$ cat src/rtl/epx_ram.sv
`default_nettype none
// ---------------------------------------------------------------------------
// epx_ram
// Generic RAM with one write port and two registered read ports.
// A read of the address being written returns the old contents.
// ---------------------------------------------------------------------------
module epx_ram #(
    parameter int WIDTH = 8,
    parameter int DEPTH = 512
) (
    input  wire logic                     aclk,
    input  wire logic                     we,
    input  wire logic [$clog2(DEPTH)-1:0] waddr,
    input  wire logic [WIDTH-1:0]         wdata,
    input  wire logic                     re,
    input  wire logic [$clog2(DEPTH)-1:0] raddr0,
    input  wire logic [$clog2(DEPTH)-1:0] raddr1,
    output logic      [WIDTH-1:0]         rdata0,
    output logic      [WIDTH-1:0]         rdata1
);

    logic [WIDTH-1:0] mem_reg [DEPTH];
    logic [WIDTH-1:0] rd0_reg;
    logic [WIDTH-1:0] rd1_reg;

    // Write port and both read ports.
    always_ff @(posedge aclk) begin
        if (we) begin
            mem_reg[waddr] <= wdata;
        end
        if (re) begin
            rd0_reg <= mem_reg[raddr0];
            rd1_reg <= mem_reg[raddr1];
        end
    end

    assign rdata0 = rd0_reg;
    assign rdata1 = rd1_reg;

endmodule : epx_ram
`default_nettype wire

$ cat config.mk
export PLATFORM = sky130hd
export DESIGN_NAME = epx_ram
export DESIGN_NICKNAME = d
export VERILOG_FILES = /design/src/rtl/epx_ram.sv
export SDC_FILE = /design/constraint.sdc
export NUM_CORES = 2
export LEC_CHECK = 0
export BUFFER_PORTS_ARGS = -buffer_cell sky130_fd_sc_hd__buf_2
export CORE_MARGIN = 10
export CORE_UTILIZATION = 50
export DETAILED_ROUTE_END_ITERATION = 7
export PLACE_DENSITY = 0.77
export SYNTH_ARGS = -nofsm -noshare
export SYNTH_HDL_FRONTEND = slang
export SYNTH_SLANG_ARGS = --single-unit
$ cat constraint.sdc
create_clock -name aclk -period 4.9 [get_ports aclk]
set_input_delay 0.98 -clock aclk [delete_from_list [all_inputs] [get_ports aclk]]
set_output_delay 0.98 -clock aclk [all_outputs]
set_load 0.01 [all_outputs]
==> summary.md <==
| Metric | Value |
|---|---|
| Cells after DPL | 16713 |
| Slew Limit Fails | 0 |
| Avg Cell Area, Syn | 17.1 um2 |
| Max cap viols | 0 |
| Die ar. | 417000 um2 |
| CTS H-tree lvls | 5 |
| Critical path buffers and inverters | 5 |
| Total gr overflow | 0 |
| Syn Inst Count | 11451 |
| Starting DRT DRC Count | 22958 |
| Initial Util | 0.503 |
| Largest area contributor in the netlist | edfxtp_1 |
| Synth warn | 0 |
| Synth top area cells | edfxtp_1 (63%), mux4_2 (16%), mux2i_1 (7.1%) |
| CTS tree | built |
| Worst setup path startpoint | raddr1[2] |
| WS Path Type | primary input to flip-flop |
| Cts hold-fix bufs | 0 |
| Die H | 646 um |
| Fin crit share | 0.947 |
| TritonRoute pass-1 iters | 7 |
| DR DRC count | 0 |
| Final Hold Fails | 0 |
| CP max stage cell | nand4b_1 |
| Antenna Nets Post-Route | 0 |
| Async SR Flop Fraction | 0 |
| Crit path depth | 12 |
| Nets | 11971 |
| Max stage delay on crit path | 1.16 ns |
| CP startpoint kind | primary input |
| Fin cells | 17508 |
| Post-Synthesis Cell Area | 196000 um2 |
| R2R Path Start | mem_reg[371][7] |
| Kind of cell adding the most delay to the critical path | simple AND/OR/NAND/NOR gates |
| Wire length of the first global-routing pass | 953000 um |
| Syn_nets | 11489 |
| Layout cells sized above 1 | 0.249 |
| CP endpoint | rdata1[4] |
| Minimum clock period | 4.64 ns |
| Post-DR wirelength/cell | 38.8 um |
| Status | completed |
| Relative slew margins | 0.0546 |
| Area Overhead vs Synth | 12.3% |
| Clock Latency Late Sink | 1.05 ns |
| # clock sinks | 4112 |
| Required @ worst endpoint | 5.70 ns |
| Top-area cell type share of the netlist area | 0.631 |
| Max reg flops | 4096 |
| DR vias | 128562 |
| Clk buf depth | 4 |
| CTS clock-pin slew for the worst setup and hold paths | 0.07 ns |
| Most frequent cells in the layout | edfxtp_1 (4112), mux2i_1 (1393), mux4_2 (1379), buf_4 (817), nor2_1 (679) |
| Routed vias/inst | 7.34 |
| EDFF count, synth | 4112 |
| Post-synth top flop | edfxtp_1 |
| DP HPWL | 454000 um |
| Pwr Density | 355 nW/um2 |
| Register area share after synthesis | 0.631 |
| CP Cell Sequence | buf_6 -> buf_12 -> nand4b_1 -> nand2b_1 -> buf_4 -> o22ai_1 -> nor4_1 -> buf_4 -> nand4_1 -> buf_4 -> nand4_1 -> and4bb_1 |
| Crit path DAT | 5.44 ns |
| Post-layout util | 0.564 |
| Worst Setup End Kind | flip-flop |
| CTS resizes | 0 |
| CP max FO | 52 |
| PortBufs | 53 |
| Number of post-CTS setup repair buffers | 0 |
| Core Box Area | 390000 um2 |
| Largest net degree at the start of global routing | 145 |
| Initial antenna violation count | 37 |
| Pleak | 71.5 nW |
| WL final | 679000 um |
| CTS Root Buffer Type | clkbuf_16 |
| Worst R2R Path Depth | 9 |
| #FFs+latches synth | 4112 |
| Total I/O pin count | 54 |
| Placer Congestion | 1.05 |
| CP most frequent cell | buf_4 |
| Maximum resistive drop on vdd | 0.350 mV |
| Vias in the first global route | 126709 |
| Setup Skew | 0.0670 ns |
| Flop-to-flop setup slack | 1.23 ns |
| Final setup violating endpoints | 0 |
| R2R Path End | rdata0[7] |
| Yosys cell types | 79 |
| CTS buffer count | 415 |
| Max Freq | 0.216 GHz |
| Min-Delay Path Class | primary input to flip-flop |
| RSZ-0062 raised after global routing | false |
| Worst slew pin tran | 1.41 ns |
| Commonest non-fill, non-tap cell in the layout | edfxtp_1 |
| Tot GR Track Use | 0.316 |
| Placement Rows | 229 |
| Horiz. Die Dim | 646 um |
==> per-layer routing <==
metal	GRT usage	vias to the layer above	wire (um)
met2	0.468	11442	297000
li1	-	49458	-
met3	0.108	2516	102000
met1	0.401	65116	224000
met5	0.00158	-	220
met4	0.200	30	56300
==> where the power goes <==
group | switching (mW) | leakage [nW] | internal, mW
sequential | 0.0541 | 37.0 | 38.8
clock | 14.1 | 6.57 | 18.2
combinational | 4.49 | 28.0 | 2.35
==> kinds of logic after synthesis <==
| logic type | after synthesis | synth area share |
|---|---|---|
| muxes | 2780 | 0.231 |
| DFF | 4112 | 0.631 |
| and+or+nand+nor | 1823 | 0.0440 |
| AOI/OAI and AO/OA | 1775 | 0.0642 |
| buffers and inverters | 961 | 0.0306 |
==> through the flow <==
| step | worst slack, ns | hold WS, ns | TNS [ns] | total power [mW] | area, um2 |
|---|---|---|---|---|---|
| after floorplan | 1.69 | 0.976 | 0 | 43.2 | 196000 |
| after global placement | -0.286 | 1.21 | -1.19 | 46.0 | 206000 |
| after detailed placement | -0.333 | 1.22 | -1.19 | 46.1 | 206000 |
| after CTS | 0.732 | 0.389 | 0 | 77.7 | 220000 |
| after global routing | 0.561 | 0.419 | 0 | 79.3 | 220000 |
| final | 0.261 | 0.416 | 0 | 78.0 | 220000 |
==> synthesized netlist by cell type (23+ instances only) <==
master        n
and2_1       52
nand4_1      82
a21oi_1     284
clkbuf_1    426
a22oi_1      36
o22ai_1     380
buf_6       160
edfxtp_1   4112
nor4_1       92
a2111oi_0    29
a211oi_1    115
buf_1        79
buf_4        90
buf_2       152
o221ai_1    511
nand3_1      76
nor2_1      679
o21a_1       26
buf_8        23
o21ai_0     155
a31oi_1      28
mux4_2     1379
a22o_1       26
nand2_1     285
buf_12       24
nor3_1      379
mux2i_1    1393
nand2b_1     32
o31ai_1      29
==> how the worst min path moves through the flow <==
stage                    start              end  slack (ns)  cells after the start
6_report              wdata[4]  mem_reg[321][4]        0.42                      1
5_1_grt               wdata[4]  mem_reg[321][4]        0.42                      1
4_1_cts               wdata[4]  mem_reg[325][4]        0.39                      1
3_5_place_dp   mem_reg[299][4]        rdata1[4]        1.22                      5
3_3_place_gp   mem_reg[299][4]        rdata1[4]        1.21                      5
2_1_floorplan  mem_reg[290][0]        rdata0[0]        0.98                      4
==> worst register-to-register path, stage by stage, from the launching register on <==
cell	delay [ns]
edfxtp_1	0.38
mux4_2	0.50
o31ai_1	0.71
nor4_1	0.13
buf_4	0.17
nand4_1	0.13
buf_4	0.23
nand4_1	0.63
buf_4	0.39
and4b_1	0.18
==> cell type report <==
class	count	area [um2]
flip-flops and latches	4112	123000
diodes	33	82.6
inverters	7	51.3
fillers	28917	170000
repair buffers	1019	9550
well taps	5197	6500
clock inverters	267	2760
multi-input cells	6378	66600
clock buffers	495	10800
(Power assumes the default switching activity.)
