==> src/rtl/epx_pkg.sv <==
`default_nettype none
// ---------------------------------------------------------------------------
// epx_pkg
// Shared types and constants for the EPX 2x pixel upscaler.
// ---------------------------------------------------------------------------
package epx_pkg;

    // Default maximum frame sizes; the width also sets the line-store depth.
    localparam int DEF_MAX_WIDTH  = 512;
    localparam int DEF_MAX_HEIGHT = 512;

    // Fixed field widths of the payload.
    localparam int PIXEL_BITS = 8;
    localparam int SRC_W      = 9;
    localparam int CFG_W      = 10;

    // Configuration port.
    localparam int APB_ADDR_W = 3;
    localparam int APB_DATA_W = 32;
    localparam logic REG_FRAME_WIDTH  = 1'b0;
    localparam logic REG_FRAME_HEIGHT = 1'b1;
    localparam logic [CFG_W-1:0] FRAME_WIDTH_RST  = CFG_W'(320);
    localparam logic [CFG_W-1:0] FRAME_HEIGHT_RST = CFG_W'(200);

    // Request opcodes.
    localparam logic OP_PIXEL = 1'b0;
    localparam logic OP_DRAIN = 1'b1;

    typedef struct packed {
        logic                  op;
        logic [PIXEL_BITS-1:0] pixel_in;
    } epx_in_t;

    typedef struct packed {
        logic [PIXEL_BITS-1:0] top_left;
        logic [PIXEL_BITS-1:0] top_right;
        logic [PIXEL_BITS-1:0] bottom_left;
        logic [PIXEL_BITS-1:0] bottom_right;
        logic [SRC_W-1:0]      src_col;
        logic [SRC_W-1:0]      src_row;
        logic                  frame_end;
    } epx_out_t;

    // Per-block information handed from the controller to the kernel.
    // A fetch entry only reloads the left neighbor and produces no block.
    typedef struct packed {
        logic [SRC_W-1:0]      col;
        logic [SRC_W-1:0]      row;
        logic                  a_is_p;
        logic                  b_is_p;
        logic                  c_is_p;
        logic                  drain;
        logic                  frame_end;
        logic                  fetch;
        logic                  sel;
        logic [PIXEL_BITS-1:0] pix;
    } epx_issue_t;

endpackage : epx_pkg
`default_nettype wire

==> src/rtl/epx_kernel.sv <==
`default_nettype none
// ---------------------------------------------------------------------------
// epx_kernel
// Applies the Scale2x rules to the line-store read data and holds the
// finished block in the output register.
// ---------------------------------------------------------------------------
module epx_kernel import epx_pkg::*; (
    input  wire logic                  aclk,
    input  wire logic                  aresetn,
    input  wire logic                  iss_valid,
    input  wire epx_issue_t            iss,
    input  wire logic [PIXEL_BITS-1:0] rd_a0,
    input  wire logic [PIXEL_BITS-1:0] rd_a1,
    input  wire logic [PIXEL_BITS-1:0] rd_b0,
    input  wire logic [PIXEL_BITS-1:0] rd_b1,
    output logic                       take_ok,
    output logic                       m_valid,
    input  wire logic                  m_ready,
    output epx_out_t                   m_data
);

    logic       s2_valid_reg, s2_valid_next;
    epx_issue_t s2_info_reg;
    logic [PIXEL_BITS-1:0] last_p_reg;
    logic       m_valid_reg, m_valid_next;
    epx_out_t   m_data_reg, m_data_next;

    logic out_load, s2_adv;
    logic [PIXEL_BITS-1:0] prev0, prev1, cur0;
    logic [PIXEL_BITS-1:0] p, a, b, c, d;

    // Handshake between the read stage and the output register.
    // A fetch entry leaves the read stage at once without an output block.
    assign out_load = !m_valid_reg || m_ready;
    assign s2_adv   = s2_valid_reg && (s2_info_reg.fetch || out_load);
    assign take_ok  = !s2_valid_reg || s2_adv;

    always_comb begin
        s2_valid_next = s2_valid_reg;
        if (iss_valid) begin
            s2_valid_next = 1'b1;
        end else if (s2_adv) begin
            s2_valid_next = 1'b0;
        end
        m_valid_next = m_valid_reg;
        if (out_load) begin
            m_valid_next = s2_valid_reg && !s2_info_reg.fetch;
        end
    end

    // Pick the row above and the row before it from the two stores.
    assign prev0 = s2_info_reg.sel ? rd_a0 : rd_b0;
    assign prev1 = s2_info_reg.sel ? rd_a1 : rd_b1;
    assign cur0  = s2_info_reg.sel ? rd_b0 : rd_a0;

    // Neighbors, with the border replaced by the center pixel.
    assign p = prev0;
    assign a = s2_info_reg.a_is_p ? p : cur0;
    assign b = s2_info_reg.b_is_p ? p : prev1;
    assign c = s2_info_reg.c_is_p ? p : last_p_reg;
    assign d = s2_info_reg.drain  ? p : s2_info_reg.pix;

    // Scale2x rules.
    always_comb begin
        m_data_next.top_left     = (c == a && c != d && a != b) ? a : p;
        m_data_next.top_right    = (a == b && a != c && b != d) ? b : p;
        m_data_next.bottom_left  = (d == c && d != b && c != a) ? c : p;
        m_data_next.bottom_right = (b == d && b != a && d != c) ? d : p;
        m_data_next.src_col      = s2_info_reg.col;
        m_data_next.src_row      = s2_info_reg.row;
        m_data_next.frame_end    = s2_info_reg.frame_end;
    end

    // Payload registers; the center pixel becomes the next block's left.
    always_ff @(posedge aclk) begin
        if (iss_valid) begin
            s2_info_reg <= iss;
        end
        if (s2_adv) begin
            last_p_reg <= p;
        end
        if (s2_adv && !s2_info_reg.fetch) begin
            m_data_reg <= m_data_next;
        end
    end

    always_ff @(posedge aclk) begin
        if (!aresetn) begin
            s2_valid_reg <= 1'b0;
            m_valid_reg  <= 1'b0;
        end else begin
            s2_valid_reg <= s2_valid_next;
            m_valid_reg  <= m_valid_next;
        end
    end

    assign m_valid = m_valid_reg;
    assign m_data  = m_data_reg;

endmodule : epx_kernel
`default_nettype wire

==> config.mk <==
export PLATFORM = sky130hd
export DESIGN_NAME = epx_kernel
export DESIGN_NICKNAME = d
export VERILOG_FILES = /design/src/rtl/epx_pkg.sv /design/src/rtl/epx_kernel.sv
export SDC_FILE = /design/constraint.sdc
export NUM_CORES = 1
export LEC_CHECK = 0
export BUFFER_PORTS_ARGS = -buffer_cell sky130_fd_sc_hd__buf_2
export CAP_MARGIN = 0
export CORE_ASPECT_RATIO = 1.75
export CORE_MARGIN = 5
export CORE_UTILIZATION = 30
export DETAILED_ROUTE_END_ITERATION = 8
export PLACE_DENSITY = 0.52
export SLEW_MARGIN = 15
export SYNTH_ARGS = -nofsm -noshare
export SYNTH_HDL_FRONTEND = slang
export SYNTH_SLANG_ARGS = --single-unit
==> constraint.sdc <==
create_clock -name aclk -period 5.4 [get_ports aclk]
set_input_delay 1.08 -clock aclk [delete_from_list [all_inputs] [get_ports aclk]]
set_output_delay 1.08 -clock aclk [all_outputs]
set_load 0.01 [all_outputs]
==> impl_metrics.yaml, run 1 <==
route:
  drtIter0Drc: 125
  ant_nets: 0
  dr.pass1.iters: 4
  routed_wl_mm: 12.54
  drc: 0
  wl_per_cell_um: 20.50
  vias: 2954
  via_per_inst: 4.827
yosys:
  ys_top_cells_by_area: "edfxtp_1 59%, mux2i_1 6.5%, xnor2_1 5.8%"
  synth_cell_types: 46
  yosysSeqAreaShare_pct: 60.30
  yosysTopAreaCell: "edfxtp_1"
  ys.flop_type: "edfxtp_1"
  async_flop_share_pct: 0
  synth_enable_flop_cells: 92
  synth_nets: 363
  synth.top_cell.area_share_pct: 59.43
  synth-seq-cells: 94
  netlist_instances: 294
  ys_warn_count: 0
  avgSynthCellArea_sq_um: 15.81
  synth_area_sq_um: 4648
setup_path:
  crit_family: "multiplexers"
  rr_worst_depth: 9
  worst-setup-path-type: "reg -> reg"
  slowest_stage: "edfxtp_1"
  worst-path-max-fanout: 9
  crit_arrival_ns: 4.02
  cp-start-kind: "flop"
  cpPeakStageDelay_ns: 0.75
  path_buf_inv: 2
  r2r-start: "s2_info_reg[8]$_DFFE_PP_"
  crit_path_end_kind: "flop"
  path_cells: "buf_4, mux2i_1, inv_2, mux2i_1, xnor2_1, o2111ai_1, nor2_1, or4b_1, mux2_4"
  worst-r2r-setup-slack_ns: 1.47
  reg2reg_to: "m_data[32]$_DFFE_PP_"
  crit_path_frequent_cell: "mux2i_1"
  required_ns: 5.49
place:
  gp_congestion: 0.8985
  place_ws_ns: 1.360
  numPortBuffers: 121
  dpl.hpwl_mm: 9.517
power:
  p_leak_uw: 0.002260
  p_per_area_nw_per_um2: 319.2
  power_uw: 1839
  peakVddDrop_uv: 158.0
clocking:
  cts_tree: "yes"
  htree_levels: 3
  cts_root_buf: "clkbuf_16"
  numCtsBuffers: 9
  cts.clk_slew.worst_paths_ns: 0.07
  cts_max_path_buffers: 2
  cts_sinks: 94
  holdBufCountCts: 0
  clkLatencyLatePin_ns: 0.34
  cts-resized-gates: 0
  postCtsSetupRepairBufs: 0
grt:
  grt_overflow: 0
  grt_pass1_vias: 3247
  track_usage_pct: 13.63
  antenna_found_initial: 0
  grt_max_degree: 35
  grt_pass1_wl_mm: 18.96
final_layout:
  nets: 490
  antenna_cells: 0
  layout_commonest_cell: "buf_2"
  layout_common_cells: "121 x buf_2, 92 x edfxtp_1, 31 x xnor2_1, 30 x mux2i_1, 18 x xor2_1"
  final_util_pct: 37.61
  area_growth_pct: 23.93
  largest_reg_flops: 51
  drive_above_1_share_pct: 43.19
timing:
  timing.hold.ws_ns: 0.4206
  tightest_slew_ns: 0.8183
  setup_violations: 0
  hold_violations: 0
  fin_ws_ns: 1.473
  skew_ns: 0.007223
  relSlewSlack_pct: 45.18
  rsz0062_at_grt: "no"
  fmax_mhz: 254.6
  finalCritPeriodShare_pct: 72.72
  drv_slew: 0
  fin_crit_ns: 3.927
  tns_ns: 0
worst_hold_path:
  hold_start: "m_data_next[17]$_DFFE_PP_"
  hold_depth: 0
  holdCritPathClass: "reg -> reg"
  holdPathEnd: "m_data[17]$_DFFE_PP_"
floorplanning:
  chipHeight_um: 174.7
  dieArea_sq_um: 18180
  ios: 122
  die_w_um: 104.1
  start_util_pct: 30.35
  fp-row-count: 60
  core_sq_um: 15310
outcome:
  outcome: "finished, final reports clean"
job:
  maxCapViolCount: 0
==> final cells by class <==
cell class	instances	area, sq um
sequential	94	2803
multi-input combinational	176	1727
inverter	14	52.55
tap	186	232.7
timing repair buffer	126	643.1
fill	1507	9554
clock buffer	9	225.2
clock inverter	7	77.57
==> power by group <==
part           switching (uW)  leakage, uW  total (uW)  internal [uW]
Sequential               29.8     0.000882         882            852
Clock                     291     0.000142         656            364
Combinational             166      0.00124         301            134
==> worst register-to-register path: stages, from the launching register on <==
cell and delay, ns:
edfxtp_1 0.75, buf_4 0.31, mux2i_1 0.46, inv_2 0.12
mux2i_1 0.33, xnor2_1 0.19, o2111ai_1 0.26, nor2_1 0.15
or4b_1 0.73, mux2_4 0.39
==> routing by layer <==
| layer | global-route usage [%] | vias up | share of wire (%) |
|---|---|---|---|
| li1 | - | 1383 | - |
| met2 | 26.73 | 96 | 57 |
| met5 | 0 | - | 0 |
| met1 | 13.78 | 1462 | 36 |
| met4 | 4.538 | 0 | 1.7 |
| met3 | 3.253 | 13 | 5.3 |
==> synth_stat cells (all sizes together) (3+ instances only) <==
| cell | count |
|---|---|
| edfxtp | 92 |
| mux2i | 37 |
| xnor2 | 32 |
| mux2 | 20 |
| xor2 | 18 |
| inv | 14 |
| a21oi | 8 |
| mux4 | 8 |
| buf | 7 |
| o21ai | 7 |
| o221ai | 6 |
| nor2 | 5 |
| nor4 | 5 |
| nand2 | 4 |
| clkbuf | 3 |
| nand3 | 3 |
| nand4 | 3 |
| nor3 | 3 |
==> worst max path at each step <==
stage | startpoint | endpoint | slack (ns) | cells after the start
floorplan | m_ready | m_data[0]$_DFFE_PP_ | 1.43 | 2
global placement | rd_a0[6] | m_data[33]$_DFFE_PP_ | 1.44 | 9
detailed placement | rd_a0[6] | m_data[27]$_DFFE_PP_ | 1.36 | 9
CTS | s2_info_reg[8]$_DFFE_PP_ | m_data[27]$_DFFE_PP_ | 1.42 | 9
global route | s2_info_reg[8]$_DFFE_PP_ | m_data[27]$_DFFE_PP_ | 1.14 | 9
finish | s2_info_reg[8]$_DFFE_PP_ | m_data[32]$_DFFE_PP_ | 1.47 | 9
==> logic make-up (layout without fill, tap and decap cells) <==
kind of cell	count (synthesis)	count (layout)	share of synthesized area, %
buffers and inverters	24	156	2.719
multiplexers	65	65	18.68
XOR/XNOR	50	50	9.583
flip-flops	94	94	60.30
AND/OR/NAND/NOR	28	28	3.634
AO/OA/AOI/OAI	33	33	5.088
==> through the flow <==
step                area, sq um  instances
CTS                        5761        612
finish                     5761        612
global placement           5458        596
global route               5761        612
floorplan                  4648        294
detailed placement         5458        596
Power figures use the tool's default switching activity.
==> run 2, diff against run 1 <==
ABC_AREA = 1   (was default)
PLACE_DENSITY = 0.53   (was 0.52)
clock period = 3.36 ns   (was 5.4 ns; I/O delays follow)
==> run 2 against run 1 <==
Final area increased by 18%; sequential share of layout area decreased by 7.4 points; routed wire length increased by 34%; die area increased by 19%.
==> impl_metrics.yaml, run 2 <==
yosys:
  synth_enable_flop_cells: 92
  netlist_instances: 711
  synth_nets: 780
  synth_top_family_by_area: "simple AND/OR/NAND/NOR gates"
  yosysTopAreaCell: "edfxtp_1"
  ys_top_cells_by_area: "edfxtp_1 49%, nand2_1 26%, nand3_1 5.3%"
  synth.top_cell.area_share_pct: 49.37
  synth_mux_area_share_pct: 0
  synth_area_sq_um: 5595
  synth_most_common_cell: "nand2_1"
  synth_fa_ha_area_share_pct: 0
  synthXorXnorAreaFrac_pct: 0
  synth-seq-cells: 94
  avgSynthCellArea_sq_um: 7.870
  yosysSeqAreaShare_pct: 50.09
  synth_common_cells: "385 x nand2_1, 92 x edfxtp_1, 59 x nand3_1, 37 x inv_1, 32 x nand4_1"
  synth_cell_types: 23
  synth-simple-area-share_pct: 44.61
  synth_compound_area_share_pct: 0.3578
  ys_warn_count: 0
  async_flop_share_pct: 0
  ys.flop_type: "edfxtp_1"
route:
  drtIter0Drc: 289
  dr.pass1.iters: 5
  ant_nets: 0
  vias: 4984
  drc: 0
  via_per_inst: 4.615
  routed_wl_mm: 16.76
  wl_per_cell_um: 15.52
setup_path:
  path_cells: "inv_2, nand2_1, nand2_1, nand2_1, nand2_1, nand2_1, nand2_1, nand3_1, nor2_1, nand2_2, nand3_4, nand2_1, nand2_1"
  worst-path-max-fanout: 19
  worst-setup-path-type: "reg -> reg"
  slowest_stage: "edfxtp_1"
  path_buf_inv: 1
  required_ns: 3.57
  rr_worst_depth: 13
  crit_path_end_kind: "flop"
  crit_arrival_ns: 3.02
  cp-start-kind: "flop"
  cpPeakStageDelay_ns: 0.45
  crit_family: "simple AND/OR/NAND/NOR gates"
  r2r-start: "s2_info_reg[8]$_DFFE_PP_"
  crit_path_frequent_cell: "nand2_1"
  reg2reg_to: "m_data[43]$_DFFE_PP_"
  worst-r2r-setup-slack_ns: 0.55
floorplanning:
  start_util_pct: 30.25
  core_sq_um: 18500
  ios: 122
  die_w_um: 113.2
  dieArea_sq_um: 21590
  chipHeight_um: 190.7
  fp-row-count: 66
worst_hold_path:
  hold_start: "m_data_next[13]$_DFFE_PP_"
  holdCritPathClass: "reg -> reg"
  hold_depth: 0
  holdPathEnd: "m_data[13]$_DFFE_PP_"
final_layout:
  area_growth_pct: 21.36
  final_area_sq_um: 6790
  largest_reg_flops: 51
  layout_commonest_cell: "nand2_1"
  fillCellCount: 1980
  drive_above_1_share_pct: 24.70
  final_util_pct: 36.71
  antenna_cells: 0
  layout_common_cells: "385 x nand2_1, 121 x buf_2, 92 x edfxtp_1, 59 x nand3_1, 37 x inv_1"
  nets: 906
timing:
  skew_ns: 0.01059
  fin_crit_ns: 2.813
  fmax_mhz: 355.4
  tns_ns: 0
  drv_slew: 0
  rsz0062_at_grt: "no"
  finalCritPeriodShare_pct: 83.73
  relSlewSlack_pct: 47.00
  hold_violations: 0
  setup_violations: 0
  tightest_slew_ns: 0.7951
grt:
  grt_pass1_wl_mm: 26.23
  grt_max_degree: 35
  track_usage_pct: 15.74
  antenna_found_initial: 0
  grt_pass1_vias: 4845
  grt_overflow: 0
clocking:
  holdBufCountCts: 0
  numCtsBuffers: 9
  cts_max_path_buffers: 2
  cts_root_buf: "clkbuf_16"
  cts.clk_slew.worst_paths_ns: 0.07
  clkLatencyLatePin_ns: 0.35
  cts_tree: "yes"
  cts_sinks: 94
  cts-resized-gates: 0
  postCtsSetupRepairBufs: 0
  htree_levels: 3
job:
  maxCapViolCount: 0
place:
  dpl_cell_area_sq_um: 6497
  gp_congestion: 0.9123
  dpl.hpwl_mm: 13.61
  numPortBuffers: 121
power:
  p_leak_uw: 0.003348
  p_per_area_nw_per_um2: 460.4
  peakVddDrop_uv: 298.5
outcome:
  outcome: "finished, final reports clean"
run 2: cell count changes in the layout (fill, tap and decap cells not counted), sizes merged, moves of 8 or more:
cell | before | now
nand2 | 4 | 412
nand3 | 3 | 63
mux2i | 37 | 0
xnor2 | 32 | 0
nand4 | 3 | 32
inv | 17 | 42
nor2 | 5 | 28
mux2 | 20 | 0
xor2 | 18 | 0
or2 | 1 | 15
buf | 126 | 134
mux4 | 8 | 0
run 2: layout make-up:
cell class / instances / area (sq um) / area share (%)
repair buffers: 134 / 715.7 / 10.54
clock buffers: 11 / 232.7 / 3.427
flip-flops and latches: 94 / 2803 / 41.28
inverters: 42 / 157.7 / 2.322
multi-input cells: 556 / 2524 / 37.17
well taps: 238 / 297.8 / 4.385
clock inverters: 5 / 60.06 / 0.8845
run 2: layer usage:
| metal | routed length (um) | GRT usage [%] | part of all wire (%) |
|---|---|---|---|
| met3 | 805 | 2.858 | 4.8 |
| met5 | 0 | 0 | 0 |
| met1 | 6261 | 16.59 | 37 |
| met2 | 9183 | 29.66 | 55 |
| met4 | 514 | 7.358 | 3.1 |
run 2: cell families (layout without fill, tap and decap cells):
| group | count (synthesis) | count (layout) |
|---|---|---|
| AO/OA/AOI/OAI | 4 | 4 |
| buffers and inverters | 61 | 192 |
| flip-flops | 94 | 94 |
| AND/OR/NAND/NOR | 552 | 552 |
run 2: worst register-to-register path: stages, from the launching register on:
cell	delay, ns
edfxtp_1	0.45
inv_2	0.40
nand2_1	0.20
nand2_1	0.26
nand2_1	0.09
nand2_1	0.16
nand2_1	0.07
nand2_1	0.06
nand3_1	0.06
nor2_1	0.20
nand2_2	0.30
nand3_4	0.25
nand2_1	0.07
nand2_1	0.10
run 2: per-stage QoR:
| step | std cells | worst slack, ns | hold WS (ns) | total power, uW |
|---|---|---|---|---|
| floorplan | 711 | 0.02694 | 0.4003 | 1890 |
| global placement | 1064 | 0.6437 | 0.4006 | 2123 |
| detailed placement | 1064 | 0.5671 | 0.4045 | 2127 |
| CTS | 1080 | 0.5334 | 0.4208 | 3161 |
| global route | 1080 | 0.3195 | 0.4257 | 3295 |
| finish | 1080 | 0.5466 | 0.4186 | 3126 |
run 2: worst max-delay path by stage:
stage,startpoint,to,slack [ns],cells past startpoint
after floorplan,m_ready,m_data[0]$_DFFE_PP_,0.03,2
after global placement,s2_info_reg[8]$_DFFE_PP_,m_data[44]$_DFFE_PP_,0.64,13
after detailed placement,s2_info_reg[8]$_DFFE_PP_,m_data[44]$_DFFE_PP_,0.57,13
after CTS,s2_info_reg[8]$_DFFE_PP_,m_data[44]$_DFFE_PP_,0.53,13
after global routing,s2_info_reg[8]$_DFFE_PP_,m_data[21]$_DFFE_PP_,0.32,13
final,s2_info_reg[8]$_DFFE_PP_,m_data[43]$_DFFE_PP_,0.55,13
run 2: where the power goes:
group / internal [uW] / total, uW / switching [uW]
clock: 580 / 1030 / 448
sequential: 1370 / 1390 / 21.9
combinational: 224 / 703 / 478
total: 2180 / 3130 / 949
