`config.mk`:
```
export PLATFORM = sky130hd
export DESIGN_NAME = epx_ctrl
export DESIGN_NICKNAME = d
export VERILOG_FILES = /design/src/rtl/epx_pkg.sv /design/src/rtl/epx_ctrl.sv
export SDC_FILE = /design/constraint.sdc
export NUM_CORES = 1
export LEC_CHECK = 0
export BUFFER_PORTS_ARGS = -buffer_cell sky130_fd_sc_hd__buf_2
export CAP_MARGIN = 5
export CORE_UTILIZATION = 49
export DETAILED_ROUTE_END_ITERATION = 7
export GPL_TIMING_DRIVEN = 0
export MAX_ROUTING_LAYER = met4
export PLACE_DENSITY = 0.82
export SYNTH_ARGS = -nofsm -noshare
export SYNTH_HDL_FRONTEND = slang
export SYNTH_SLANG_ARGS = --single-unit
export TNS_END_PERCENT = 100
```
`constraint.sdc`:
```
create_clock -name aclk -period 6.35 [get_ports aclk]
set_input_delay 0.9525 -clock aclk [delete_from_list [all_inputs] [get_ports aclk]]
set_output_delay 0.9525 -clock aclk [all_outputs]
set_load 0.005 [all_outputs]
```
`src/rtl/epx_pkg.sv`:
```
`default_nettype none
// ---------------------------------------------------------------------------
// epx_pkg
// Shared types and constants for the EPX 2x pixel upscaler.
// ---------------------------------------------------------------------------
package epx_pkg;

    // Default maximum frame sizes; the width also sets the line-store depth.
    localparam int DEF_MAX_WIDTH  = 512;
    localparam int DEF_MAX_HEIGHT = 512;

    // Fixed field widths of the payload.
    localparam int PIXEL_BITS = 8;
    localparam int SRC_W      = 9;
    localparam int CFG_W      = 10;

    // Configuration port.
    localparam int APB_ADDR_W = 3;
    localparam int APB_DATA_W = 32;
    localparam logic REG_FRAME_WIDTH  = 1'b0;
    localparam logic REG_FRAME_HEIGHT = 1'b1;
    localparam logic [CFG_W-1:0] FRAME_WIDTH_RST  = CFG_W'(320);
    localparam logic [CFG_W-1:0] FRAME_HEIGHT_RST = CFG_W'(200);

    // Request opcodes.
    localparam logic OP_PIXEL = 1'b0;
    localparam logic OP_DRAIN = 1'b1;

    typedef struct packed {
        logic                  op;
        logic [PIXEL_BITS-1:0] pixel_in;
    } epx_in_t;

    typedef struct packed {
        logic [PIXEL_BITS-1:0] top_left;
        logic [PIXEL_BITS-1:0] top_right;
        logic [PIXEL_BITS-1:0] bottom_left;
        logic [PIXEL_BITS-1:0] bottom_right;
        logic [SRC_W-1:0]      src_col;
        logic [SRC_W-1:0]      src_row;
        logic                  frame_end;
    } epx_out_t;

    // Per-block information handed from the controller to the kernel.
    // A fetch entry only reloads the left neighbor and produces no block.
    typedef struct packed {
        logic [SRC_W-1:0]      col;
        logic [SRC_W-1:0]      row;
        logic                  a_is_p;
        logic                  b_is_p;
        logic                  c_is_p;
        logic                  drain;
        logic                  frame_end;
        logic                  fetch;
        logic                  sel;
        logic [PIXEL_BITS-1:0] pix;
    } epx_issue_t;

endpackage : epx_pkg
`default_nettype wire

```
`src/rtl/epx_ctrl.sv`:
```
`default_nettype none
// ---------------------------------------------------------------------------
// epx_ctrl
// Raster counters, line-store addressing and drain sequencing.
// Issues the line-store reads and writes for each request and hands the
// border information of each produced block to the kernel.
// ---------------------------------------------------------------------------
module epx_ctrl import epx_pkg::*; #(
    parameter int MAX_WIDTH  = DEF_MAX_WIDTH,
    parameter int MAX_HEIGHT = DEF_MAX_HEIGHT
) (
    input  wire logic                         aclk,
    input  wire logic                         aresetn,
    input  wire logic                         s_valid,
    input  wire epx_in_t                      s_data,
    output logic                              s_ready,
    input  wire logic                         take_ok,
    input  wire logic [CFG_W-1:0]             frame_width,
    input  wire logic [CFG_W-1:0]             frame_height,
    output logic                              rd_en,
    output logic [$clog2(MAX_WIDTH)-1:0]      rd_addr0,
    output logic [$clog2(MAX_WIDTH)-1:0]      rd_addr1,
    output logic                              wr_en,
    output logic                              wr_sel,
    output logic [PIXEL_BITS-1:0]             wr_data,
    output logic                              iss_valid,
    output epx_issue_t                        iss
);

    localparam int XW = $clog2(MAX_WIDTH);
    localparam int YW = (MAX_HEIGHT > 1) ? $clog2(MAX_HEIGHT) : 1;

    logic [XW-1:0] col_reg, col_next;
    logic [YW-1:0] row_reg, row_next;
    logic          sel_reg, sel_next;
    logic          drain_reg, drain_next;
    logic [XW-1:0] lastx_reg, lastx_next;
    logic          lastok_reg, lastok_next;

    logic [31:0]   fw32, fh32;
    logic [XW-1:0] col_last;
    logic [YW-1:0] row_last;
    logic [XW-1:0] x;
    logic [YW-1:0] r;
    logic          accept, drain_step, pixel_step, x_is_last, r_is_last;
    logic          will_issue, left_known, need_fetch, fetch;

    // Clamp the configured sizes to 1..MAX and form the last column and row.
    always_comb begin
        fw32 = 32'(frame_width);
        fh32 = 32'(frame_height);
        if (fw32 == 32'd0) begin
            col_last = '0;
        end else if (fw32 > 32'(MAX_WIDTH)) begin
            col_last = XW'(MAX_WIDTH - 1);
        end else begin
            col_last = XW'(fw32 - 32'd1);
        end
        if (fh32 == 32'd0) begin
            row_last = '0;
        end else if (fh32 > 32'(MAX_HEIGHT)) begin
            row_last = YW'(MAX_HEIGHT - 1);
        end else begin
            row_last = YW'(fh32 - 32'd1);
        end
    end

    // Counters are read saturated to the current frame size.
    assign x = (col_reg > col_last) ? col_last : col_reg;
    assign r = (row_reg > row_last) ? row_last : row_reg;

    assign x_is_last  = (x == col_last);
    assign r_is_last  = (r == row_last);
    assign drain_step = drain_reg && (s_data.op == OP_DRAIN);
    assign pixel_step = !drain_reg && (s_data.op == OP_PIXEL);
    assign will_issue = drain_step || (pixel_step && (r != '0));

    // The kernel keeps the previous block's center as the left neighbor.
    // When the previous block was not at x-1, which only happens after a
    // size change in mid-frame, a separate fetch entry reads the left pixel.
    assign left_known = (x == '0) || (lastok_reg && (x == lastx_reg + XW'(1)));
    assign need_fetch = s_valid && will_issue && !left_known;
    assign fetch      = need_fetch && take_ok;
    assign s_ready    = take_ok && !need_fetch;
    assign accept     = s_valid && s_ready;

    // Line-store access: the row above at x and x+1, and at x the older row still in the store taking the current row.
    assign rd_en    = accept || fetch;
    assign rd_addr0 = need_fetch ? x - XW'(1) : x;
    assign rd_addr1 = x + XW'(1);
    assign wr_en    = accept && pixel_step;
    assign wr_sel   = sel_reg;
    assign wr_data  = s_data.pixel_in;

    // Block information for the kernel.
    always_comb begin
        iss_valid     = (accept && will_issue) || fetch;
        iss.col       = SRC_W'(x);
        iss.row       = drain_reg ? SRC_W'(r) : SRC_W'(r - YW'(1));
        iss.a_is_p    = drain_reg ? (r == '0) : (r == YW'(1));
        iss.b_is_p    = x_is_last;
        iss.c_is_p    = (x == '0);
        iss.drain     = drain_reg;
        iss.frame_end = drain_reg && x_is_last;
        iss.fetch     = need_fetch;
        iss.sel       = sel_reg;
        iss.pix       = s_data.pixel_in;
    end

    // Track the column of the last block whose center the kernel holds.
    always_comb begin
        lastx_next  = lastx_reg;
        lastok_next = lastok_reg;
        if (fetch) begin
            lastx_next  = x - XW'(1);
            lastok_next = 1'b1;
        end else if (accept && (drain_step || pixel_step)) begin
            lastx_next  = x;
            lastok_next = will_issue;
        end
    end

    // Raster and drain sequencing.
    always_comb begin
        col_next   = col_reg;
        row_next   = row_reg;
        sel_next   = sel_reg;
        drain_next = drain_reg;
        if (accept && drain_step) begin
            if (x_is_last) begin
                col_next   = '0;
                row_next   = '0;
                sel_next   = 1'b0;
                drain_next = 1'b0;
            end else begin
                col_next = x + XW'(1);
                row_next = r;
            end
        end else if (accept && pixel_step) begin
            if (x_is_last) begin
                col_next = '0;
                sel_next = !sel_reg;
                if (r_is_last) begin
                    drain_next = 1'b1;
                    row_next   = r;
                end else begin
                    row_next = r + YW'(1);
                end
            end else begin
                col_next = x + XW'(1);
                row_next = r;
            end
        end
    end

    always_ff @(posedge aclk) begin
        if (!aresetn) begin
            col_reg    <= '0;
            row_reg    <= '0;
            sel_reg    <= 1'b0;
            drain_reg  <= 1'b0;
            lastx_reg  <= '0;
            lastok_reg <= 1'b0;
        end else begin
            col_reg    <= col_next;
            row_reg    <= row_next;
            sel_reg    <= sel_next;
            drain_reg  <= drain_next;
            lastx_reg  <= lastx_next;
            lastok_reg <= lastok_next;
        end
    end

endmodule : epx_ctrl
`default_nettype wire

```
==> reports/qor.yml, run 1 <==
status: "completed"
synth_edf_count: 0
power_switching_w: 0.000205
critPathBufInv: 6
power_leakage_nw: 2.41
dp_slack_ns: -1.48
synth_top_cell_area_share_pct: 13.6
die_x_um: 97.0
fin_nets: 789
drtPass1Iterations: 5
avgSynthCellArea_um2: 7.25
cts_made_buffers: 5
grt_antenna_before_repair: 0
hold_start: "lastok_reg"
endpoint_kind: "output port"
route.detailed.drc: 0
synth_cell_types: 81
routed_wl_um: 14600
peakVddDrop_mv: 0.0976
drtAntennaViolNets: 0
ioPinCount: 97
synth_fp_nets: 672
finalMaxSlewViolations: 0
start_util_pct: 50.7
pwr-share-clk_pct: 27.1
gp_congestion: 0.954
combPwrFrac_pct: 37.9
timing.rr.end: "col_reg[2]"
dp.cells: 802
synthCells: 610
cp_slowest_cell: "or3_1"
via_per_inst: 6.15
hold_end: "lastok_reg"
final_util_pct: 63.5
dr_total_vias: 5135
max-cap-violations: 0
crit_chain: "buf_2, or3_1, nand4bb_1, a31oi_2, inv_1, ha_1, nand4_1, or3_4, o211ai_2, buf_6, mux2i_4, xor3_1, a2bb2oi_2, or3_1, buf_4, nand4_1, buf_4, nor3_2, xnor2_1, buf_2"
rr_startpoint: "col_reg[4]"
drtIter0Drc: 421
fin_total_pwr_w: 0.000561
core_region_area_um2: 8720
cts_tree: "built"
ys.flop_type: "dfxtp_1"
grtUsageTotal_pct: 30.3
worstPathArrival_ns: 5.33
fin_skew_ns: 0.00540
p_sw_share_pct: 36.5
tns_ns: 0
synth_area_um2: 4420
dpl.hpwl_um: 10700
r2r_cells: 14
timing_hold_violations_final: 0
yosysSeqAreaShare_pct: 13.6
cp-start-kind: "primary input"
grt_pass1_vias: 4703
cp_top_family: "simple AND/OR/NAND/NOR gates"
async_reset_ff_share_pct: 0
port_buffers: 84
die_height_um: 97.0
fmax_ghz: 0.159
grt_pass1_wl_um: 23000
synth-seq-cells: 30
yosysWarnings: 0
clk_path_buf_depth: 2
maxSlewHeadroom_pct: 50.2
cp_max_fo: 7
internal_power_w: 0.000356
row_count: 34
hold_depth: 2
syn_to_final_growth_pct: 25.2
diodes: 0
cpPeakStageDelay_ns: 0.44
clock-root-buffer: "clkbuf_8"
grt_max_degree: 13
stdcell_count: 835
period_needed_ns: 6.28
worst_slack_ns: 0.0661
clk_latency_ns: 0.29
worst_pin_slew_ns: 0.726
wire_per_inst_um: 17.5
r2r_slack_ns: 2.09
clk_pin_slew_ns: 0.07
cts.htree.levels: 2
die_area_um2: 9410
worstSetupPathType: "primary input to output port"
power_density_nw_per_um2: 101
cts-hold-fix-buffers: 0
netlist_top_cells_area: "dfxtp_1 (14%), xnor2_1 (9.9%), ha_1 (8.2%)"
cp.required_ns: 5.40
drive_gt1_share_pct: 28.5
hp-class: "flip-flop to flip-flop"
period_share_pct: 99.0
pwr-share-seq_pct: 35.0
post-synth-top-area-cell: "dfxtp_1"
clock-sinks: 30
setup_violations: 0
grt-ovfl-total: 0
[worst register-to-register path, stage by stage (launching register included)]
cell	delay, ns
dfxtp_1	0.38
ha_1	0.38
nand4_1	0.18
or3_4	0.42
o211ai_2	0.11
buf_6	0.19
mux2i_4	0.27
xor3_1	0.26
a2bb2oi_2	0.18
or3_1	0.37
buf_4	0.17
a311oi_1	0.47
clkbuf_1	0.45
nand3_1	0.14
a21boi_0	0.21
[through the flow]
step / hold WS (ns) / area, um^2
floorplan: 0.457 / 4430
global placement: 0.497 / 4990
detailed placement: 0.500 / 4990
CTS: 0.527 / 5300
global route: 0.557 / 5540
finish: 0.540 / 5540
[synth_stat cells (3+ instances only)]
library cell  number
o22ai_1            6
o21ai_0           26
mux2i_1            9
a22oi_1            6
nand3_1           41
o221ai_1           7
a31oi_1           12
ha_1              29
or4_1              3
a21oi_1           29
xor2_1            10
or2_2              5
or3_1              7
nand2b_1           6
clkbuf_1          19
o31ai_1            4
mux2_2             5
and3_1             6
buf_1              3
dfxtp_1           30
and2_1             3
inv_1             47
or3b_2             3
nor2_1            43
buf_2              4
nor4_1            12
a211oi_1           3
buf_4             21
xnor2_1           50
nor2b_1            3
o21a_1             3
nor3_1            15
nand4_1           13
o211ai_1           3
a21boi_0          13
nand2_1           47
[layer usage]
layer / share of wire, % / global-route usage [%] / wire length [um]
met3: 8.0 / 3.32 / 1170
met5: 0 / - / 0
met1: 43 / 39.9 / 6250
met4: 2.7 / 7.69 / 401
met2: 46 / 49.4 / 6780
[cell usage in the layout (no fill, tap or decap), types with 3 or more instances in the layout]
| cell type | netlist | layout |
|---|---|---|
| o21a_1 | 3 | 3 |
| inv_2 | 0 | 3 |
| ha_4 | 0 | 3 |
| buf_1 | 3 | 3 |
| buf_2 | 4 | 88 |
| o211ai_1 | 3 | 3 |
| a21oi_1 | 29 | 28 |
| inv_1 | 47 | 44 |
| o21ai_0 | 26 | 23 |
| buf_4 | 21 | 45 |
| mux2i_4 | 1 | 5 |
| xnor2_1 | 50 | 49 |
| o22ai_1 | 6 | 6 |
| a31oi_1 | 12 | 11 |
| nor2b_1 | 3 | 3 |
| o31ai_1 | 4 | 4 |
| nand2_1 | 47 | 47 |
| or3_1 | 7 | 6 |
| nor3_1 | 15 | 12 |
| dfxtp_1 | 30 | 30 |
| and3_1 | 6 | 6 |
| buf_6 | 2 | 6 |
| and2_1 | 3 | 3 |
| a22oi_1 | 6 | 5 |
| o21ai_1 | 1 | 3 |
| mux2_2 | 5 | 4 |
| xor2_1 | 10 | 10 |
| nand2b_1 | 6 | 6 |
| clkbuf_1 | 19 | 16 |
| o221ai_1 | 7 | 6 |
| nand4_1 | 13 | 13 |
| clkbuf_8 | 0 | 5 |
| mux2i_1 | 9 | 5 |
| nor2_1 | 43 | 43 |
| or2_2 | 5 | 5 |
| a21boi_0 | 13 | 13 |
| nor4_1 | 12 | 11 |
| ha_1 | 29 | 26 |
| nand3_1 | 41 | 41 |
[what timing repair did]
item,in CTS,in global routing
endpoints found under the setup margin,52,21
pin swaps,8,15
setup buffers,12,14
gates cloned,0,1
resized for setup,27,35
[logic make-up after synthesis]
kind of cell / Yosys count / share of synthesized area [%]
xor gates and xnor gates: 61 / 12.4
muxes: 17 / 4.44
and+or+nand+nor: 223 / 27.0
DFF: 30 / 13.6
buffers and inverters: 98 / 10.5
adders and majority gates: 31 / 8.65
AOI/OAI and AO/OA: 150 / 23.4
[area by class of cell]
class                      count  area, um^2
clock inverter                 2        10.0
timing repair buffer         111         632
sequential                    30         601
clock buffer                   5        68.8
buffer                        48         293
tap                          108         135
multi-input combinational    482        3620
inverter                      49         184
fill                         789        3180
[how the worst max path moves through the flow]
stage | endpoint | start | cells past startpoint | slack [ns]
after detailed placement | rd_addr0[5] | frame_height[0] | 22 | -1.48
final | rd_addr0[8] | frame_width[4] | 20 | 0.07
after global routing | rd_addr0[8] | frame_width[1] | 21 | -0.07
after CTS | rd_addr0[5] | frame_width[0] | 21 | 0.03
after global placement | rd_addr0[6] | frame_height[0] | 22 | -1.28
after floorplan | rd_addr0[3] | frame_height[0] | 19 | 0.002
[power groups by stage]
stage | clock network [W] | logic, W | registers [W]
2_1_floorplan | 0 | 0.000128 | 0.000199
6_report | 0.000152 | 0.000213 | 0.000196
3_5_place_dp | 0 | 0.000190 | 0.000200
5_1_grt | 0.000158 | 0.000233 | 0.000197
4_1_cts | 0.000151 | 0.000199 | 0.000196
3_3_place_gp | 0 | 0.000186 | 0.000200
Power figures use the tool's default switching activity.
==> inputs of run 2 (changes only) <==
--- a/config.mk
+++ b/config.mk
@@ -7,11 +7,11 @@
 export LEC_CHECK = 0
 export BUFFER_PORTS_ARGS = -buffer_cell sky130_fd_sc_hd__buf_2
 export CAP_MARGIN = 5
-export CORE_UTILIZATION = 49
+export CORE_UTILIZATION = 46
 export DETAILED_ROUTE_END_ITERATION = 7
 export GPL_TIMING_DRIVEN = 0
 export MAX_ROUTING_LAYER = met4
-export PLACE_DENSITY = 0.82
+export PLACE_DENSITY = 0.78
 export SYNTH_ARGS = -nofsm -noshare
 export SYNTH_HDL_FRONTEND = slang
 export SYNTH_SLANG_ARGS = --single-unit
==> constraint.sdc (replaced) <==
create_clock -name aclk -period 5.54 [get_ports aclk]
set_input_delay 0.831 -clock aclk [delete_from_list [all_inputs] [get_ports aclk]]
set_output_delay 0.831 -clock aclk [all_outputs]
set_load 0.005 [all_outputs]
==> reports/qor.yml, run 2 (same netlist as run 1, synthesis figures left out) <==
row_count: 35
status: "complete, but fails checks"
endpoint_kind: "output port"
grtUsageTotal_pct: 30.9
setup_violations: 12
gp_congestion: 0.947
worst_slack_ns: -0.275
max-cap-violations: 0
route.detailed.drc: 0
worstSetupPathType: "primary input to output port"
cp_max_fo: 6
drive_gt1_share_pct: 36.6
period_needed_ns: 5.81
gr-usage-met1_pct: 35.8
cts-hold-fix-buffers: 0
globalRouteMet3Util_pct: 3.62
start_util_pct: 47.7
maxSlewHeadroom_pct: 52.4
fin_nets: 818
r2r_slack_ns: 1.35
via_per_inst: 6.11
dr_total_vias: 5414
clock-root-buffer: "clkbuf_8"
cp_slowest_cell: "or3_4"
fmax_ghz: 0.172
die_x_um: 100
cts.htree.levels: 2
clk_path_buf_depth: 2
clk_latency_ns: 0.29
syn_to_final_growth_pct: 40.1
grt_pass1_vias: 4911
grt_max_degree: 13
drtAntennaViolNets: 0
violations: "negative setup slack"
mostFrequentLayoutCells: "buf_2 (85), buf_4 (70), xnor2_1 (46), nand2_1 (46), inv_1 (41)"
cts_tree: "built"
cp-start-kind: "primary input"
worst_pin_slew_ns: 0.708
grt_use_met2_pct: 54.4
cp.required_ns: 4.71
dp_slack_ns: -1.14
diodes: 0
drtIter0Drc: 534
rsz0062_at_grt: "true"
worstPathArrival_ns: 4.98
cpPeakStageDelay_ns: 0.43
period_share_pct: 105
hp-class: "flip-flop to flip-flop"
cp_common_cell: "or3_4"
die_area_um2: 10000
wire_per_inst_um: 18.0
grt-ovfl-total: 0
power_leakage_nw: 2.70
dpl.hpwl_um: 10800
port_buffers: 84
cp_top_family: "simple AND/OR/NAND/NOR gates"
finalMaxSlewViolations: 0
clock-sinks: 30
ioPinCount: 97
routed_wl_um: 15900
die_height_um: 100
critPathBufInv: 6
peakVddDrop_mv: 0.0833
power_density_nw_per_um2: 112
clk_pin_slew_ns: 0.07
crit_chain: "buf_2, or3_4, o31a_1, a21oi_4, inv_1, ha_1, nand4_1, or3_4, o211ai_4, buf_4, mux2i_4, xor3_1, a2bb2oi_2, or3_4, nand4_1, clkbuf_8, buf_6, mux2i_1, buf_2"
grt_antenna_before_repair: 0
grt_pass1_wl_um: 24100
drtPass1Iterations: 7
timing_hold_violations_final: 0
fin_skew_ns: 0.00552
core_region_area_um2: 9280
fin_hold_ws_ns: 0.508
grt.busiest_layer: "met2"
cts_made_buffers: 5
final_common_cell: "buf_2"
==> run 2: per-stage QoR <==
step	instances	util, %	total power, W	setup TNS (ns)	area, um^2
4_1_cts	870	63.1	0.000664	-2.46	5860
5_1_grt	886	66.8	0.000723	-4.43	6200
3_5_place_dp	823	55.2	0.000452	-38.46	5130
6_report	886	66.8	0.000693	-2.47	6200
3_3_place_gp	823	55.2	0.000446	-34.51	5130
2_1_floorplan	610	-	0.000379	0	4540
==> run 2: area by class of cell <==
type | count | area [um^2]
Multi-Input combinational cell | 482 | 3930
Fill cell | 749 | 3090
Timing Repair Buffer | 140 | 903
Sequential cell | 30 | 601
Buffer | 48 | 312
Inverter | 49 | 198
Tap cell | 129 | 161
Clock buffer | 6 | 82.6
Clock inverter | 2 | 12.5
==> run 2: final timing paths <==
check                 startpoint          end  cells past startpoint
setup / recovery  frame_width[4]  rd_addr0[1]                     19
hold / removal        lastok_reg   lastok_reg                      2
setup reg to reg      col_reg[8]   row_reg[8]                     14
hold reg to reg       lastok_reg   lastok_reg                      2
==> run 2: worst register-to-register path, delay by kind of cell, from the launching register on <==
kind,cells,cell delay [ns]
adder cells (fa/ha/maj),1,0.32
multiplexers,1,0.28
XOR/XNOR,1,0.28
AND/OR/NAND/NOR,1,0.35
buffers and inverters,3,0.76
flip-flops,1,0.47
AO/OA/AOI/OAI,7,1.67
==> run 2: repair_timing <==
action	in CTS	in global routing
cloned	0	0
setup buffers	39	17
pin swaps	25	31
resized for setup	75	44
endpoints found under the setup margin	60	47
==> run 2: power breakdown <==
part	leakage [nW]	internal, W	switching, W
Clock	0.0472	0.0000997	0.0000908
Sequential	0.243	0.000220	0.00000576
Combinational	2.41	0.000124	0.000153
==> run 2: layer usage <==
metal	vias to the layer above	share of wire, %
li1	2500	-
met1	2503	39
met2	332	49
met3	79	7.7
met4	0	4.3
met5	-	0
